`src/hw/rtl/dereg_pkg.sv`:
```
`default_nettype none

package dereg_pkg;

    // data widths
    localparam int SAMPLE_W   = 17;
    localparam int ERR_W      = 18;
    localparam int OUT_W      = 16;
    localparam int COEF_W     = 18;
    localparam int ACC_W      = 40;
    localparam int COEF_FRAC  = 12;
    localparam int ROUND_W    = ACC_W - COEF_FRAC;
    localparam int ERR_TAPS   = 6;
    localparam int ERR_DEPTH  = ERR_TAPS - 1;
    localparam int OUT_TAPS   = 4;

    // configuration port
    localparam int CFG_IDX_W  = 2;
    localparam int CFG_DATA_W = 16;

    typedef logic [CFG_IDX_W-1:0] t_cfg_idx;

    localparam t_cfg_idx REG_SAT_LOW  = t_cfg_idx'(0);
    localparam t_cfg_idx REG_SAT_HIGH = t_cfg_idx'(1);

    localparam logic signed [OUT_W-1:0] SAT_LOW_RST  = -16'sd15360;
    localparam logic signed [OUT_W-1:0] SAT_HIGH_RST = 16'sd15360;

    typedef logic signed [ERR_W-1:0]  t_err;
    typedef logic signed [OUT_W-1:0]  t_out;
    typedef logic signed [COEF_W-1:0] t_coef;
    typedef logic signed [ACC_W-1:0]  t_acc;

    // output clamp limits
    typedef struct packed {
        t_out sat_low;
        t_out sat_high;
    } t_limits;

    // error tap coefficients in Q6.12, index 0 multiplies the newest error
    localparam t_coef ERR_COEF [ERR_TAPS] = '{
        -18'sd135, 18'sd3154, -18'sd22528, 18'sd68280, -18'sd95560, 18'sd45507
    };

    // output tap coefficients in Q6.12, index 0 multiplies the last output
    localparam t_coef OUT_COEF [OUT_TAPS] = '{
        -18'sd15483, 18'sd18186, 18'sd17490, -18'sd13652
    };

    localparam t_acc ROUND_HALF = t_acc'(1) <<< (COEF_FRAC - 1);

endpackage

`default_nettype wire

```
`src/hw/rtl/dereg_cfg_regs.sv`:
```
`default_nettype none

module dereg_cfg_regs
    import dereg_pkg::*;
(
    input  wire logic                  i_clk,
    input  wire logic                  i_rst_n,
    input  wire logic                  i_cfg_valid,
    input  wire t_cfg_idx              i_cfg_index,
    input  wire logic [CFG_DATA_W-1:0] i_cfg_data,
    output t_limits                    o_limits
);

    t_limits r_limits;
    t_limits n_limits;

    // decode the register write, unknown indexes are dropped
    always_comb begin
        n_limits = r_limits;
        if (i_cfg_valid) begin
            case (i_cfg_index)
                REG_SAT_LOW:  n_limits.sat_low  = t_out'(i_cfg_data);
                REG_SAT_HIGH: n_limits.sat_high = t_out'(i_cfg_data);
                default:      n_limits = r_limits;
            endcase
        end
    end

    always_ff @(posedge i_clk) begin
        if (!i_rst_n) begin
            r_limits.sat_low  <= SAT_LOW_RST;
            r_limits.sat_high <= SAT_HIGH_RST;
        end else begin
            r_limits <= n_limits;
        end
    end

    assign o_limits = r_limits;

endmodule

`default_nettype wire

```
`src/hw/rtl/dereg_filter.sv`:
```
`default_nettype none

module dereg_filter
    import dereg_pkg::*;
(
    input  wire logic                       i_clk,
    input  wire logic                       i_rst_n,
    input  wire logic                       i_advance,
    input  wire logic signed [SAMPLE_W-1:0] i_sample,
    input  wire t_limits                    i_limits,
    output t_out                            o_result
);

    t_err r_err_hist [ERR_DEPTH];
    t_out r_out_hist [OUT_TAPS];

    t_err                       e0;
    t_acc                       err_prod [ERR_TAPS];
    t_acc                       out_prod [OUT_TAPS];
    t_acc                       sum;
    logic signed [ROUND_W-1:0]  rounded;
    logic signed [ROUND_W-1:0]  clamped;

    // newest error, set point is zero
    assign e0 = -t_err'(i_sample);

    // constant-coefficient taps
    always_comb begin
        err_prod[0] = t_acc'(e0) * t_acc'(ERR_COEF[0]);
        for (int k = 1; k < ERR_TAPS; k++) begin
            err_prod[k] = t_acc'(r_err_hist[k-1]) * t_acc'(ERR_COEF[k]);
        end
        for (int k = 0; k < OUT_TAPS; k++) begin
            out_prod[k] = t_acc'(r_out_hist[k]) * t_acc'(OUT_COEF[k]);
        end
    end

    // sum of all taps
    always_comb begin
        sum = '0;
        for (int k = 0; k < ERR_TAPS; k++) begin
            sum = sum + err_prod[k];
        end
        for (int k = 0; k < OUT_TAPS; k++) begin
            sum = sum + out_prod[k];
        end
    end

    // round half up, then clamp high first and low last
    always_comb begin
        rounded = ROUND_W'((sum + ROUND_HALF) >>> COEF_FRAC);
        clamped = rounded;
        if (clamped > ROUND_W'(i_limits.sat_high)) begin
            clamped = ROUND_W'(i_limits.sat_high);
        end
        if (clamped < ROUND_W'(i_limits.sat_low)) begin
            clamped = ROUND_W'(i_limits.sat_low);
        end
    end

    assign o_result = t_out'(clamped);

    // history shift on each processed item
    always_ff @(posedge i_clk) begin
        if (!i_rst_n) begin
            for (int k = 0; k < ERR_DEPTH; k++) begin
                r_err_hist[k] <= '0;
            end
            for (int k = 0; k < OUT_TAPS; k++) begin
                r_out_hist[k] <= '0;
            end
        end else if (i_advance) begin
            r_err_hist[0] <= e0;
            for (int k = 1; k < ERR_DEPTH; k++) begin
                r_err_hist[k] <= r_err_hist[k-1];
            end
            r_out_hist[0] <= o_result;
            for (int k = 1; k < OUT_TAPS; k++) begin
                r_out_hist[k] <= r_out_hist[k-1];
            end
        end
    end

endmodule

`default_nettype wire

```
`src/hw/rtl/difference_equation_regulator.sv`:
```
`default_nettype none

// datapath: the sample is registered in r_sample and the filter result in
//   r_drive, which drive_offset presents while o_out_valid is set
// throughput: one sample per cycle while the output is not stalled; the output
//   feedback closes through the history registers over the combinational tap/round/clamp path
// reset: synchronous active low; clears both valid flags and all error and
//   output history, sets the clamp limits to -60.0 and +60.0 in Q8.8
module difference_equation_regulator
    import dereg_pkg::*;
(
    input  wire logic                        i_clk,
    input  wire logic                        i_rst_n,
    input  wire logic                        i_in_valid,
    output logic                             o_in_stall,
    input  wire logic signed [SAMPLE_W-1:0]  i_accel_sample,
    output logic                             o_out_valid,
    input  wire logic                        i_out_stall,
    output logic signed [OUT_W-1:0]          o_drive_offset,
    input  wire logic                        i_cfg_valid,
    output logic                             o_cfg_ready,
    input  wire logic [CFG_IDX_W-1:0]        i_cfg_index,
    input  wire logic [CFG_DATA_W-1:0]       i_cfg_data
);

    logic                       r_in_valid;
    logic signed [SAMPLE_W-1:0] r_sample;
    logic                       r_out_valid;
    t_out                       r_drive;

    logic    advance;
    logic    in_take;
    t_out    result;
    t_limits limits;

    // the sample register moves on whenever the output slot is free or leaving
    assign advance    = r_in_valid && (!r_out_valid || !i_out_stall);
    assign o_in_stall = r_in_valid && !advance;
    assign in_take    = i_in_valid && !o_in_stall;

    // configuration registers
    assign o_cfg_ready = 1'b1;

    dereg_cfg_regs u_cfg (
        .i_clk       (i_clk),
        .i_rst_n     (i_rst_n),
        .i_cfg_valid (i_cfg_valid),
        .i_cfg_index (i_cfg_index),
        .i_cfg_data  (i_cfg_data),
        .o_limits    (limits)
    );

    // filter datapath and history
    dereg_filter u_filter (
        .i_clk     (i_clk),
        .i_rst_n   (i_rst_n),
        .i_advance (advance),
        .i_sample  (r_sample),
        .i_limits  (limits),
        .o_result  (result)
    );

    // input register control
    always_ff @(posedge i_clk) begin
        if (!i_rst_n) begin
            r_in_valid <= 1'b0;
        end else if (in_take) begin
            r_in_valid <= 1'b1;
        end else if (advance) begin
            r_in_valid <= 1'b0;
        end
    end

    always_ff @(posedge i_clk) begin
        if (in_take) begin
            r_sample <= i_accel_sample;
        end
    end

    // result register control
    always_ff @(posedge i_clk) begin
        if (!i_rst_n) begin
            r_out_valid <= 1'b0;
        end else if (advance) begin
            r_out_valid <= 1'b1;
        end else if (!i_out_stall) begin
            r_out_valid <= 1'b0;
        end
    end

    always_ff @(posedge i_clk) begin
        if (advance) begin
            r_drive <= result;
        end
    end

    assign o_out_valid    = r_out_valid;
    assign o_drive_offset = r_drive;

    // a stalled sample only waits behind a held result
    a_stall_cause: assert property (@(posedge i_clk) disable iff (!i_rst_n)
        o_in_stall |-> (r_in_valid && r_out_valid && i_out_stall))
        else $error("input stalled without a held result");

    // every processed sample shows up as a result next cycle
    a_advance_out: assert property (@(posedge i_clk) disable iff (!i_rst_n)
        advance |=> (o_out_valid && o_drive_offset == $past(result)))
        else $error("processed sample not presented");

    // reset empties the input register and the result slot
    a_reset_empty: assert property (@(posedge i_clk)
        !i_rst_n |=> (!o_out_valid && !r_in_valid))
        else $error("valid flags survived reset");

endmodule

`default_nettype wire
```
`config.mk`:
```
export PLATFORM = sky130hd
export DESIGN_NAME = difference_equation_regulator
export DESIGN_NICKNAME = d
export VERILOG_FILES = /design/src/hw/rtl/dereg_pkg.sv /design/src/hw/rtl/dereg_cfg_regs.sv /design/src/hw/rtl/dereg_filter.sv /design/src/hw/rtl/difference_equation_regulator.sv
export SDC_FILE = /design/constraint.sdc
export NUM_CORES = 2
export LEC_CHECK = 0
export BUFFER_PORTS_ARGS = -buffer_cell sky130_fd_sc_hd__buf_2
export CAP_MARGIN = 20
export CORE_MARGIN = 4
export CORE_UTILIZATION = 55
export CTS_BUF_LIST = sky130_fd_sc_hd__clkbuf_2 sky130_fd_sc_hd__clkbuf_4 sky130_fd_sc_hd__clkbuf_8
export CTS_CLUSTER_DIAMETER = 60
export DETAILED_ROUTE_END_ITERATION = 6
export GPL_TIMING_DRIVEN = 1
export HOLD_SLACK_MARGIN = 0.05
export PLACE_DENSITY = 0.71
export SLEW_MARGIN = 20
export SYNTH_ARGS = -nofsm -noshare
export SYNTH_HDL_FRONTEND = slang
export SYNTH_SLANG_ARGS = --single-unit
```
`constraint.sdc`:
```
create_clock -name i_clk -period 23.5 [get_ports i_clk]
set_input_delay 3.525 -clock i_clk [delete_from_list [all_inputs] [get_ports i_clk]]
set_output_delay 3.525 -clock i_clk [all_outputs]
set_load 0.01 [all_outputs]
```
==> reports/results.tsv <==
metric	value	unit
status	finished clean	
synth-seq-cells	221	
critPathLaunchType	flip-flop	
worst_pin_slew	0.9907	ns
post_cts_buffers	0	
ctsResizeCount	0	
crit_arrival	17.50	ns
synth_area	0.05857	mm2
vias	40067	
port_buffers	57	
cts_made_buffers	48	
routedWlPerCell	20.16	um
path_max_fanout	20	
cts_tree	yes	
avgViaCountPerCell	5.440	
fin_crit	17.06	ns
avgSynthCellArea	9.999	um2
grt_pass1_wl	236.6	mm
grt_pass1_vias	42892	
htreeDepth	2	
clk_latency	0.72	ns
nets	8185	
rsz0062_at_grt	false	
cts-root-buf	clkbuf_8	
antenna_found_initial	2	
grt.overflow.total	0	
fmax	0.05862	GHz
gp_congestion	1.019	
post-route-period-util	72.59	%
synth_edf_count	187	
wl	148.5	mm
pin_count	59	
tns	0	ns
seq_area_frac_synth	10.75	%
skew	0.07096	ns
critPathKind	reg2reg	
end_kind	flip-flop	
die_area	0.1118	mm2
yosysWarnings	0	
netlist_instances	5858	
ant_nets	0	
critPathMostFrequentCell	inv_1	
rows	119	
hold_path_class	reg2reg	
core_area	0.1056	mm2
relSlewSlack	33.95	%
area_growth	5.056	%
seq_area	0.006296	mm2
initial_core_util	55.49	%
die_x	334.3	um
ys_types	83	
reg2reg_slack	6.44	ns
hp-start	u_cfg.o_limits[3]	
grt_max_degree	73	
grt_usage	27.38	%
crit_start	r_sample[0]	
clk_pin_slew	0.06	ns
clockBufferDepth	3	
hold_viol	0	
ctsHoldBuffers	0	
reg2reg_from	r_sample[0]	
dpl.hpwl	130.2	mm
drcViolationCount	0	
fillCellCount	9026	
multiInputGateArea	0.04653	mm2
clock-sinks	221	
maxCapViolCount	0	
required	23.94	ns
slowest_delay	0.96	ns
synthesis.nets	8107	
async_flop_share	0	%
drtPass1Iterations	6	
crit_slowest_cell	edfxtp_1	
fp.dieH	334.3	um
synth_flop_cell	edfxtp_1	
setup_viol	0	
drt_iter0_drc	2271	
drive_gt1_share	3.919	%
drv_slew	0	
-- registers in the layout, indices dropped and copies added (netlist names) --
name and flops:
o_drive_offset 16, o_out_valid 1, r_in_valid 1, r_sample 17
u_cfg.o_limits 32, u_filter.r_err_hist 90, u_filter.r_out_hist 64
-- layer usage --
metal,track usage (%),part of all wire (%),wire length (um),vias up
li1,-,-,-,18960
met2,46.88,48,71330,1032
met1,35.41,42,62410,19781
met5,0,0.0047,7,-
met4,9.772,4.1,6114,2
met3,4.184,5.8,8618,292
-- kinds of logic after synthesis --
family	after synthesis	share of synthesized area, %
xor gates and xnor gates	347	5.189
buffers and inverters	1535	9.856
DFF	221	10.75
adders and majority gates	2209	58.70
and+or+nand+nor	805	6.737
AOI/OAI and AO/OA	679	7.558
muxes	61	1.209
other	1	0.006402
-- worst max-delay path, delay by kind of cell (launching register included) --
kind | cells | cell delay, ns
compound gates | 24 | 5.59
fa+ha+maj | 13 | 5.53
buf+inv | 10 | 1.63
mux | 4 | 1.36
simple gates | 6 | 1.05
flops | 1 | 0.96
xor+xnor | 2 | 0.60
-- cell type report --
type | count | share of cell area [%]
Tap cell | 1391 | 2.828
Clock inverter | 23 | 0.2826
Antenna cell | 3 | 0.01220
Timing Repair Buffer | 72 | 0.6466
Clock buffer | 62 | 1.295
Sequential cell | 221 | 10.23
Multi-Input combinational cell | 4102 | 75.61
Inverter | 1491 | 9.095
-- cell usage after synthesis, types with 6 or more instances --
cell type	number	area [um2]
nand2b_1	36	225.2
nand3_1	47	235.2
xnor2_1	232	2032
o211ai_1	20	150.1
nor3_1	59	295.3
o31a_1	6	52.55
and3_1	19	118.9
nand3b_1	7	52.55
nor4_1	6	37.54
nand2_1	192	720.7
mux2i_1	16	160.2
o31ai_1	10	75.07
a211oi_1	14	105.1
nor2b_1	37	231.5
fa_1	898	17980
o21ai_0	123	615.6
a31oi_1	21	131.4
a211o_1	11	96.34
or3_1	15	93.84
clkbuf_1	41	153.9
edfxtp_1	187	5615
o21a_1	42	315.3
o21bai_1	30	225.2
xor2_1	115	1007
a21boi_0	32	240.2
ha_1	1311	16400
mux2_4	11	165.2
a31o_2	10	87.58
nor2_1	231	867.1
a41oi_1	9	78.83
inv_1	1490	5593
a21o_1	93	698.2
and2_1	94	588.1
mux2_2	34	382.9
a21oi_1	202	1011
nand4_1	21	131.4
or2_2	14	87.58
dfxtp_1	34	680.7
-- per-stage QoR --
step | util, % | hold slack [ns] | std cells | worst slack [ns] | cell area (um2)
4_1_cts | 58.28 | 0.4897 | 7362 | 6.564 | 61530
2_1_floorplan | - | 0.4435 | 5858 | 9.108 | 58570
3_3_place_gp | 57.36 | 0.4619 | 7277 | 6.779 | 60560
5_1_grt | 58.29 | 0.5047 | 7364 | 5.519 | 61530
3_5_place_dp | 57.36 | 0.4773 | 7277 | 6.652 | 60560
6_report | 58.29 | 0.4832 | 7365 | 6.441 | 61540
-- layout by cell type, fill, tap and decap left out, types with 14 or more instances in the layout --
cell | Yosys | layout
a21boi_0 | 32 | 32
xor2_1 | 115 | 115
o21ai_0 | 123 | 123
mux2i_1 | 16 | 16
nand3_1 | 47 | 47
and2_1 | 94 | 94
a31oi_1 | 21 | 21
ha_1 | 1311 | 1311
o211ai_1 | 20 | 20
nand2_1 | 192 | 191
dfxtp_1 | 34 | 34
a21oi_1 | 202 | 202
o21a_1 | 42 | 42
and3_1 | 19 | 18
or2_2 | 14 | 14
buf_2 | 0 | 57
or3_1 | 15 | 15
a211oi_1 | 14 | 14
nor3_1 | 59 | 59
buf_4 | 1 | 15
mux2_2 | 34 | 34
a21o_1 | 93 | 93
nor2b_1 | 37 | 37
inv_1 | 1490 | 1490
o21bai_1 | 30 | 30
clkbuf_8 | 0 | 53
edfxtp_1 | 187 | 187
fa_1 | 898 | 898
xnor2_1 | 232 | 232
nor2_1 | 231 | 231
nand4_1 | 21 | 21
nand2b_1 | 36 | 35
-- final timing paths --
kind | cells after the start | to
min | 2 | u_cfg.o_limits[3]
min reg2reg | 2 | u_cfg.o_limits[3]
max | 59 | u_filter.r_out_hist[0][12]
max reg2reg | 59 | u_filter.r_out_hist[0][12]
Power is not shown: default switching activity piles up to over one toggle a cycle in this logic, so the estimate is an artifact.
